`src/hw/rtl/nps_pkg.sv`:
```
// Shared types and constants for the non-overlapping pattern search unit.
`timescale 1ns / 1ps

package nps_pkg;

  localparam int MAX_PATTERN_DEF   = 16;
  localparam int POSITION_BITS_DEF = 32;
  localparam int PATTERN_BYTES     = 16;
  localparam int START_W           = 32;
  localparam int CFG_DATA_W        = 64;
  localparam int CFG_IDX_W         = 2;
  localparam int LEN_REG_W         = 5;

  typedef enum logic [CFG_IDX_W-1:0] {
    CFG_PATTERN_LOW    = 2'd0,
    CFG_PATTERN_HIGH   = 2'd1,
    CFG_PATTERN_LENGTH = 2'd2
  } cfg_idx_t;

  typedef struct packed {
    logic [CFG_DATA_W-1:0] pattern_low;
    logic [CFG_DATA_W-1:0] pattern_high;
    logic [LEN_REG_W-1:0]  pattern_length;
  } cfg_t;

  typedef struct packed {
    logic [7:0] text_byte;
    logic       end_of_text;
  } in_req_t;

  typedef struct packed {
    logic               match_found;
    logic [START_W-1:0] match_start;
    logic               last_result;
  } out_res_t;

endpackage

```
`src/hw/rtl/nps_cfg_regs.sv`:
```
// Configuration register file: pattern bytes and pattern length.
`timescale 1ns / 1ps

module nps_cfg_regs (
  input  logic                                clk,
  input  logic                                rst_n,
  input  logic                                cfg_valid,
  output logic                                cfg_ready,
  input  logic [nps_pkg::CFG_IDX_W-1:0]       cfg_index,
  input  logic [nps_pkg::CFG_DATA_W-1:0]      cfg_data,
  output nps_pkg::cfg_t                       cfg
);

  nps_pkg::cfg_t cfg_r;
  nps_pkg::cfg_t cfg_nxt;

  // no write is taken while reset is held
  assign cfg_ready = rst_n;
  assign cfg       = cfg_r;

  always_comb begin
    cfg_nxt = cfg_r;
    if (cfg_valid) begin
      unique case (cfg_index)
        nps_pkg::CFG_PATTERN_LOW: begin
          cfg_nxt.pattern_low = cfg_data;
        end
        nps_pkg::CFG_PATTERN_HIGH: begin
          cfg_nxt.pattern_high = cfg_data;
        end
        nps_pkg::CFG_PATTERN_LENGTH: begin
          cfg_nxt.pattern_length = cfg_data[nps_pkg::LEN_REG_W-1:0];
        end
        default: begin
          cfg_nxt = cfg_r;
        end
      endcase
    end
  end

  always_ff @(posedge clk) begin
    if (!rst_n) begin
      cfg_r.pattern_low    <= '0;
      cfg_r.pattern_high   <= '0;
      cfg_r.pattern_length <= nps_pkg::LEN_REG_W'(1);
    end else begin
      cfg_r <= cfg_nxt;
    end
  end

endmodule

```
`src/hw/rtl/nps_match_core.sv`:
```
// Byte window, position and match-spacing state with the parallel pattern compare.
`timescale 1ns / 1ps

module nps_match_core #(
  parameter int MAX_PATTERN   = nps_pkg::MAX_PATTERN_DEF,
  parameter int POSITION_BITS = nps_pkg::POSITION_BITS_DEF
) (
  input  logic               clk,
  input  logic               rst_n,
  input  logic               push,
  input  nps_pkg::in_req_t   req,
  input  nps_pkg::cfg_t      cfg,
  output nps_pkg::out_res_t  res
);

  localparam int CNT_W   = $clog2(MAX_PATTERN + 1);
  localparam int WIN_W   = $clog2(MAX_PATTERN);
  localparam int LEN_W   = nps_pkg::LEN_REG_W;
  localparam int START_W = nps_pkg::START_W;

  logic [7:0]               win_r   [MAX_PATTERN];
  logic [7:0]               win_nxt [MAX_PATTERN];
  logic [POSITION_BITS-1:0] pos_r;
  logic [POSITION_BITS-1:0] pos_nxt;
  logic [CNT_W-1:0]         bsm_r;
  logic [CNT_W-1:0]         bsm_nxt;
  logic [CNT_W-1:0]         bsm_inc;
  logic [CNT_W-1:0]         len_eff;
  logic [CNT_W-1:0]         diff;
  logic [2*nps_pkg::CFG_DATA_W-1:0] pat_bytes;
  logic                     all_eq;
  logic                     found;
  logic [POSITION_BITS-1:0] start_pos;

  // clamp length to 1..MAX_PATTERN
  always_comb begin
    if (cfg.pattern_length == '0) begin
      len_eff = CNT_W'(1);
    end else if (cfg.pattern_length > LEN_W'(MAX_PATTERN)) begin
      len_eff = CNT_W'(MAX_PATTERN);
    end else begin
      len_eff = CNT_W'(cfg.pattern_length);
    end
  end

  always_comb begin
    win_nxt[0] = req.text_byte;
    for (int i = 1; i < MAX_PATTERN; i++) begin
      win_nxt[i] = win_r[i-1];
    end
  end

  assign pat_bytes = {cfg.pattern_high, cfg.pattern_low};

  // pattern byte k lines up with window entry len-1-k
  always_comb begin
    all_eq = 1'b1;
    diff   = '0;
    for (int k = 0; k < MAX_PATTERN; k++) begin
      diff = len_eff - CNT_W'(1) - CNT_W'(k);
      if ((CNT_W'(k) < len_eff) && (win_nxt[diff[WIN_W-1:0]] != pat_bytes[8*k +: 8])) begin
        all_eq = 1'b0;
      end
    end
  end

  assign bsm_inc   = (bsm_r < CNT_W'(MAX_PATTERN)) ? bsm_r + CNT_W'(1) : bsm_r;
  assign found     = (bsm_inc >= len_eff) && all_eq;
  assign start_pos = pos_r - POSITION_BITS'(len_eff - CNT_W'(1));
  assign pos_nxt   = req.end_of_text ? '0 : pos_r + POSITION_BITS'(1);

  always_comb begin
    if (req.end_of_text || found) begin
      bsm_nxt = '0;
    end else begin
      bsm_nxt = bsm_inc;
    end
  end

  always_comb begin
    res.match_found = found;
    res.match_start = found ? START_W'(start_pos) : '0;
    res.last_result = req.end_of_text;
  end

  always_ff @(posedge clk) begin
    if (!rst_n) begin
      for (int i = 0; i < MAX_PATTERN; i++) begin
        win_r[i] <= '0;
      end
      pos_r <= '0;
      bsm_r <= '0;
    end else if (push) begin
      for (int i = 0; i < MAX_PATTERN; i++) begin
        win_r[i] <= req.end_of_text ? 8'h00 : win_nxt[i];
      end
      pos_r <= pos_nxt;
      bsm_r <= bsm_nxt;
    end
  end

  a_eot_clears_pos: assert property (@(posedge clk) disable iff (!rst_n)
    push && req.end_of_text |=> (pos_r == '0) && (bsm_r == '0))
    else $error("stream state not cleared after end of text");

  a_match_restarts_spacing: assert property (@(posedge clk) disable iff (!rst_n)
    push && found |=> bsm_r == '0)
    else $error("spacing count not restarted after match");

  a_spacing_bound: assert property (@(posedge clk) disable iff (!rst_n)
    bsm_r <= CNT_W'(MAX_PATTERN))
    else $error("spacing count above window depth");

endmodule

```
`src/hw/rtl/nps_skid.sv`:
```
// Two-entry result buffer: output register plus skid register.
`timescale 1ns / 1ps

module nps_skid (
  input  logic               clk,
  input  logic               rst_n,
  input  logic               push,
  input  nps_pkg::out_res_t  push_res,
  output logic               push_ready,
  output logic               out_valid,
  input  logic               out_ready,
  output nps_pkg::out_res_t  out_data
);

  logic              out_valid_r;
  logic              out_valid_nxt;
  logic              skid_valid_r;
  logic              skid_valid_nxt;
  nps_pkg::out_res_t out_data_r;
  nps_pkg::out_res_t out_data_nxt;
  nps_pkg::out_res_t skid_data_r;
  nps_pkg::out_res_t skid_data_nxt;
  logic              pop;

  // no request is taken while reset is held
  assign push_ready = rst_n && !skid_valid_r;
  assign out_valid  = out_valid_r;
  assign out_data   = out_data_r;
  assign pop        = out_valid_r && out_ready;

  always_comb begin
    out_valid_nxt  = out_valid_r;
    skid_valid_nxt = skid_valid_r;
    out_data_nxt   = out_data_r;
    skid_data_nxt  = skid_data_r;
    if (!out_valid_r || pop) begin
      if (skid_valid_r) begin
        out_data_nxt   = skid_data_r;
        out_valid_nxt  = 1'b1;
        skid_valid_nxt = 1'b0;
      end else begin
        out_data_nxt  = push_res;
        out_valid_nxt = push;
      end
    end else if (push) begin
      skid_data_nxt  = push_res;
      skid_valid_nxt = 1'b1;
    end
  end

  always_ff @(posedge clk) begin
    if (!rst_n) begin
      out_valid_r  <= 1'b0;
      skid_valid_r <= 1'b0;
    end else begin
      out_valid_r  <= out_valid_nxt;
      skid_valid_r <= skid_valid_nxt;
    end
    out_data_r  <= out_data_nxt;
    skid_data_r <= skid_data_nxt;
  end

  a_skid_behind_out: assert property (@(posedge clk) disable iff (!rst_n)
    skid_valid_r |-> out_valid_r)
    else $error("skid entry held with empty output register");

endmodule

```
`src/hw/rtl/nonoverlapping_pattern_search_unit.sv`:
```
// The result of an accepted request is registered in the output or the skid register.
// Throughput: one request per cycle while in_ready is high; the window compare is a
// single combinational pass. in_ready drops only while the skid register is full.
// Reset (synchronous, rst_n low): window, position and spacing count cleared,
// pattern registers zero, pattern length 1, result buffer empty.
`timescale 1ns / 1ps

module nonoverlapping_pattern_search_unit #(
  parameter int MAX_PATTERN   = nps_pkg::MAX_PATTERN_DEF,
  parameter int POSITION_BITS = nps_pkg::POSITION_BITS_DEF
) (
  input  logic                           clk,
  input  logic                           rst_n,
  input  logic                           in_valid,
  output logic                           in_ready,
  input  nps_pkg::in_req_t               in_data,
  output logic                           out_valid,
  input  logic                           out_ready,
  output nps_pkg::out_res_t              out_data,
  input  logic                           cfg_valid,
  output logic                           cfg_ready,
  input  logic [nps_pkg::CFG_IDX_W-1:0]  cfg_index,
  input  logic [nps_pkg::CFG_DATA_W-1:0] cfg_data
);

  nps_pkg::cfg_t     cfg;
  nps_pkg::out_res_t core_res;
  logic              push;

  assign push = in_valid && in_ready;

  nps_cfg_regs u_cfg (
    .clk       (clk),
    .rst_n     (rst_n),
    .cfg_valid (cfg_valid),
    .cfg_ready (cfg_ready),
    .cfg_index (cfg_index),
    .cfg_data  (cfg_data),
    .cfg       (cfg)
  );

  nps_match_core #(
    .MAX_PATTERN   (MAX_PATTERN),
    .POSITION_BITS (POSITION_BITS)
  ) u_core (
    .clk   (clk),
    .rst_n (rst_n),
    .push  (push),
    .req   (in_data),
    .cfg   (cfg),
    .res   (core_res)
  );

  nps_skid u_skid (
    .clk        (clk),
    .rst_n      (rst_n),
    .push       (push),
    .push_res   (core_res),
    .push_ready (in_ready),
    .out_valid  (out_valid),
    .out_ready  (out_ready),
    .out_data   (out_data)
  );

endmodule

```
`config.mk`:
```
export PLATFORM = sky130hd
export DESIGN_NAME = nonoverlapping_pattern_search_unit
export DESIGN_NICKNAME = d
export VERILOG_FILES = /design/src/hw/rtl/nps_pkg.sv /design/src/hw/rtl/nps_cfg_regs.sv /design/src/hw/rtl/nps_match_core.sv /design/src/hw/rtl/nps_skid.sv /design/src/hw/rtl/nonoverlapping_pattern_search_unit.sv
export SDC_FILE = /design/constraint.sdc
export NUM_CORES = 1
export LEC_CHECK = 0
export ABC_CLOCK_PERIOD_IN_PS = 5800
export BUFFER_PORTS_ARGS = -buffer_cell sky130_fd_sc_hd__buf_4
export CAP_MARGIN = 20
export CORE_MARGIN = 1
export CORE_UTILIZATION = 45
export DETAILED_ROUTE_END_ITERATION = 7
export SETUP_SLACK_MARGIN = 0.2
export SLEW_MARGIN = 20
export SYNTH_ARGS = -nofsm -noshare
export SYNTH_HDL_FRONTEND = slang
export SYNTH_SLANG_ARGS = --single-unit
```
`constraint.sdc`:
```
create_clock -name clk -period 5.8 [get_ports clk]
set_clock_uncertainty 0.15 [all_clocks]
set_input_delay 0.58 -clock clk [delete_from_list [all_inputs] [get_ports clk]]
set_output_delay 0.58 -clock clk [all_outputs]
set_load 0.01 [all_outputs]
```
==> flow_summary.toml <==
[clocking]
insertion_delay_ps = 580
cts_buffers = 43
cts_tree = "built"
cts.sinks = 360
postCtsHoldBufs = 0
htreeDepth = 2
clockRootBuffer = "clkbuf_16"
cts_buffer_depth = 3
clk_pin_slew_worst_paths_ps = 70

[sta]
fin_setup_tns_ps = 0
slew_violations = 0
max_freq_mhz = 185
hold_viol_final = 0
rsz0062_at_grt = "no"
slew_headroom = 0.287
finalSetupViolCount = 0
period_needed_ps = 5410
worstMarginPinSlew_ps = 1070
period_share = 0.933

[worst_setup_path]
startpoint_type = "register"
worst_ep_arrival_time_ps = 5660
path_class = "register to register"
cp-end-kind = "register"
required_ps = 6040
cp_max_fo = 49

[global_routing]
grtUsageMet1 = 0.395
grt_pass1_wl_mm = 113
busiest_layer = "met2"
grt_pass1_vias = 17327
antenna_found_initial = 0
grt_usage = 0.279
met3_usage = 0.0496
grt_max_degree = 84
grt_use_met2 = 0.428
grt.overflow.total = 0

[yosys]
synthCells = 2168
syn-num-nets = 2297
asyncSetResetFlopFracSynth = 0
ys_types = 81
synth_top_area_cell = "edfxtp_1"
yosysWarningCount = 0
syn_area_sq_um = 23800
ys_ff_latch = 360
synth.top_cell.area_share = 0.237
yosys-top-cells-area = "edfxtp_1 24%, mux4_2 21%, dfxtp_1 14%, nand2_1 5.6%, a21boi_0 4.3%"
ys.flop_type = "edfxtp_1"
avgSynthCellArea_sq_um = 11.0
synth_edf_count = 188
seq_area_frac_synth = 0.381

[finish]
diodes = 0
drive_above_1_share = 0.236
fill_cells = 4539
layout_common_cells = "354 x nand2_1, 220 x mux4_2, 188 x edfxtp_1"
regArea_sq_um = 9090
stdcell_area_sq_um = 27200
area_growth_pct = 14.0
multi_input_area_sq_um = 14100
fin_nets = 2390
final_common_cell = "nand2_1"

[route]
viasPerCell = 6.24
drt-pass1-iter-count = 6
ant_nets = 0
wire_per_inst_microns = 25.3
vias = 18557
drc = 0
drt_iter0_markers = 1817
wirelength_mm = 75.1

[power_and_ir_drop]
ir_worst_vdd_mv = 0.237
leakage_nw = 9.94
power_density_nw_per_um2 = 267

[floorplanning]
dieWidth_microns = 232
chipHeight_microns = 232
top_level_ports = 117
die_area_sq_um = 53900
initial_core_util = 0.460
rows = 83
core_area_sq_um = 51800

[hold_path]
min_path_type = "input port to register"

[placement]
place_congestion = 1.02
hpwl_mm = 55.0
placed_cell_area_sq_um = 25700
portBuffers = 116

[run_status]
status = "completed"

[run]
cap_viol_max_count = 0
[critical path, stage by stage, from the launching register on]
cell and delay, ps:
dfxtp_1 330, nor4_2 290, or2_4 240, inv_4 50
ha_1 220, xnor2_2 230, inv_2 80, ha_1 230
a31oi_2 210, xor2_2 170, buf_4 180, buf_4 180
buf_4 170, mux4_2 520, xnor2_1 180, nand4_1 110
buf_4 170, o41ai_2 360, buf_4 180, nor2b_1 210
nand4_4 180, buf_12 230, o31ai_1 270
[metal layers]
| metal | wire, microns | vias to the layer above | share of wire |
|---|---|---|---|
| met2 | 34200 | 742 | 0.46 |
| met1 | 32400 | 9431 | 0.43 |
| met5 | 0 | - | 0 |
| met3 | 5940 | 132 | 0.079 |
| li1 | - | 8252 | - |
| met4 | 2560 | 0 | 0.034 |
[per-stage QoR]
stage	power, mW	setup slack (ps)	hold WS [ps]	util	std cells
final	7.26	387	119	0.524	2975
after detailed placement	4.57	146	322	0.495	2894
after global routing	7.51	193	117	0.524	2975
after CTS	7.27	225	95.3	0.522	2973
after global placement	4.54	378	315	0.495	2893
after floorplan	4.02	224	302	-	2168
[area by class of cell]
type | count | area share
inverters | 28 | 0.00414
clock inverters | 22 | 0.00557
clock buffers | 57 | 0.0457
multi-input cells | 1633 | 0.520
repair buffers | 195 | 0.0590
well taps | 680 | 0.0313
flip-flops and latches | 360 | 0.335
[logic make-up (layout without fill, tap and decap cells)]
logic type                 Yosys count  count (layout)  synth area share
muxes                              269             269             0.228
buffers and inverters              175             302            0.0327
DFF                                360             360             0.381
adders and majority gates           51              51            0.0269
AOI/OAI and AO/OA                  389             389             0.118
and+or+nand+nor                    757             757             0.151
xor gates and xnor gates           167             167            0.0620
[timing repair]
| item | 4_1_cts | 5_1_grt |
|---|---|---|
| pin swaps | 0 | 2 |
| setup buffers | 0 | 2 |
| resized for setup | 1 | 18 |
| setup endpoints to repair | 43 | 59 |
| cloned | 0 | 0 |
[Yosys cell counts, drive strengths merged, types with 48 or more instances]
| cell | count |
|---|---|
| nand2 | 354 |
| mux4 | 220 |
| edfxtp | 188 |
| dfxtp | 172 |
| and2 | 139 |
| a21boi | 136 |
| xnor2 | 116 |
| nor2 | 112 |
| clkbuf | 101 |
| o21ai | 79 |
| xor2 | 51 |
| ha | 48 |
| mux2i | 48 |
[power breakdown]
group / switching, mW / leakage (nW) / internal [mW]
Sequential: 0.101 / 3.36 / 2.79
Combinational: 0.904 / 5.91 / 0.767
Clock: 1.15 / 0.676 / 1.56
[state kept, by name, indices dropped and copies added, names as in the netlist]
name,count
u_core.win_r,120
u_core.pos_r,32
u_cfg.cfg,133
u_skid.out_valid,1
u_skid.skid_data_r,34
u_skid.skid_valid_r,1
u_core.bsm_r,5
u_skid.out_data,34
[path summary, 6_finish.rpt]
check | from | endpoint | slack [ps] | depth (start not counted)
setup / recovery | u_cfg.cfg[2]$_SDFFE_PN0P_ | u_skid.out_data[4]$_DFFE_PP_ | 390 | 22
hold / removal | cfg_data[23] | u_cfg.cfg[28]$_SDFFE_PN0P_ | 120 | 3
setup reg to reg | u_cfg.cfg[2]$_SDFFE_PN0P_ | u_skid.out_data[4]$_DFFE_PP_ | 390 | 22
hold reg to reg | u_cfg.cfg[73]$_SDFFE_PN0P_ | u_cfg.cfg[73]$_SDFFE_PN0P_ | 320 | 2
No activity file was read; power rests on OpenSTA's default activity.
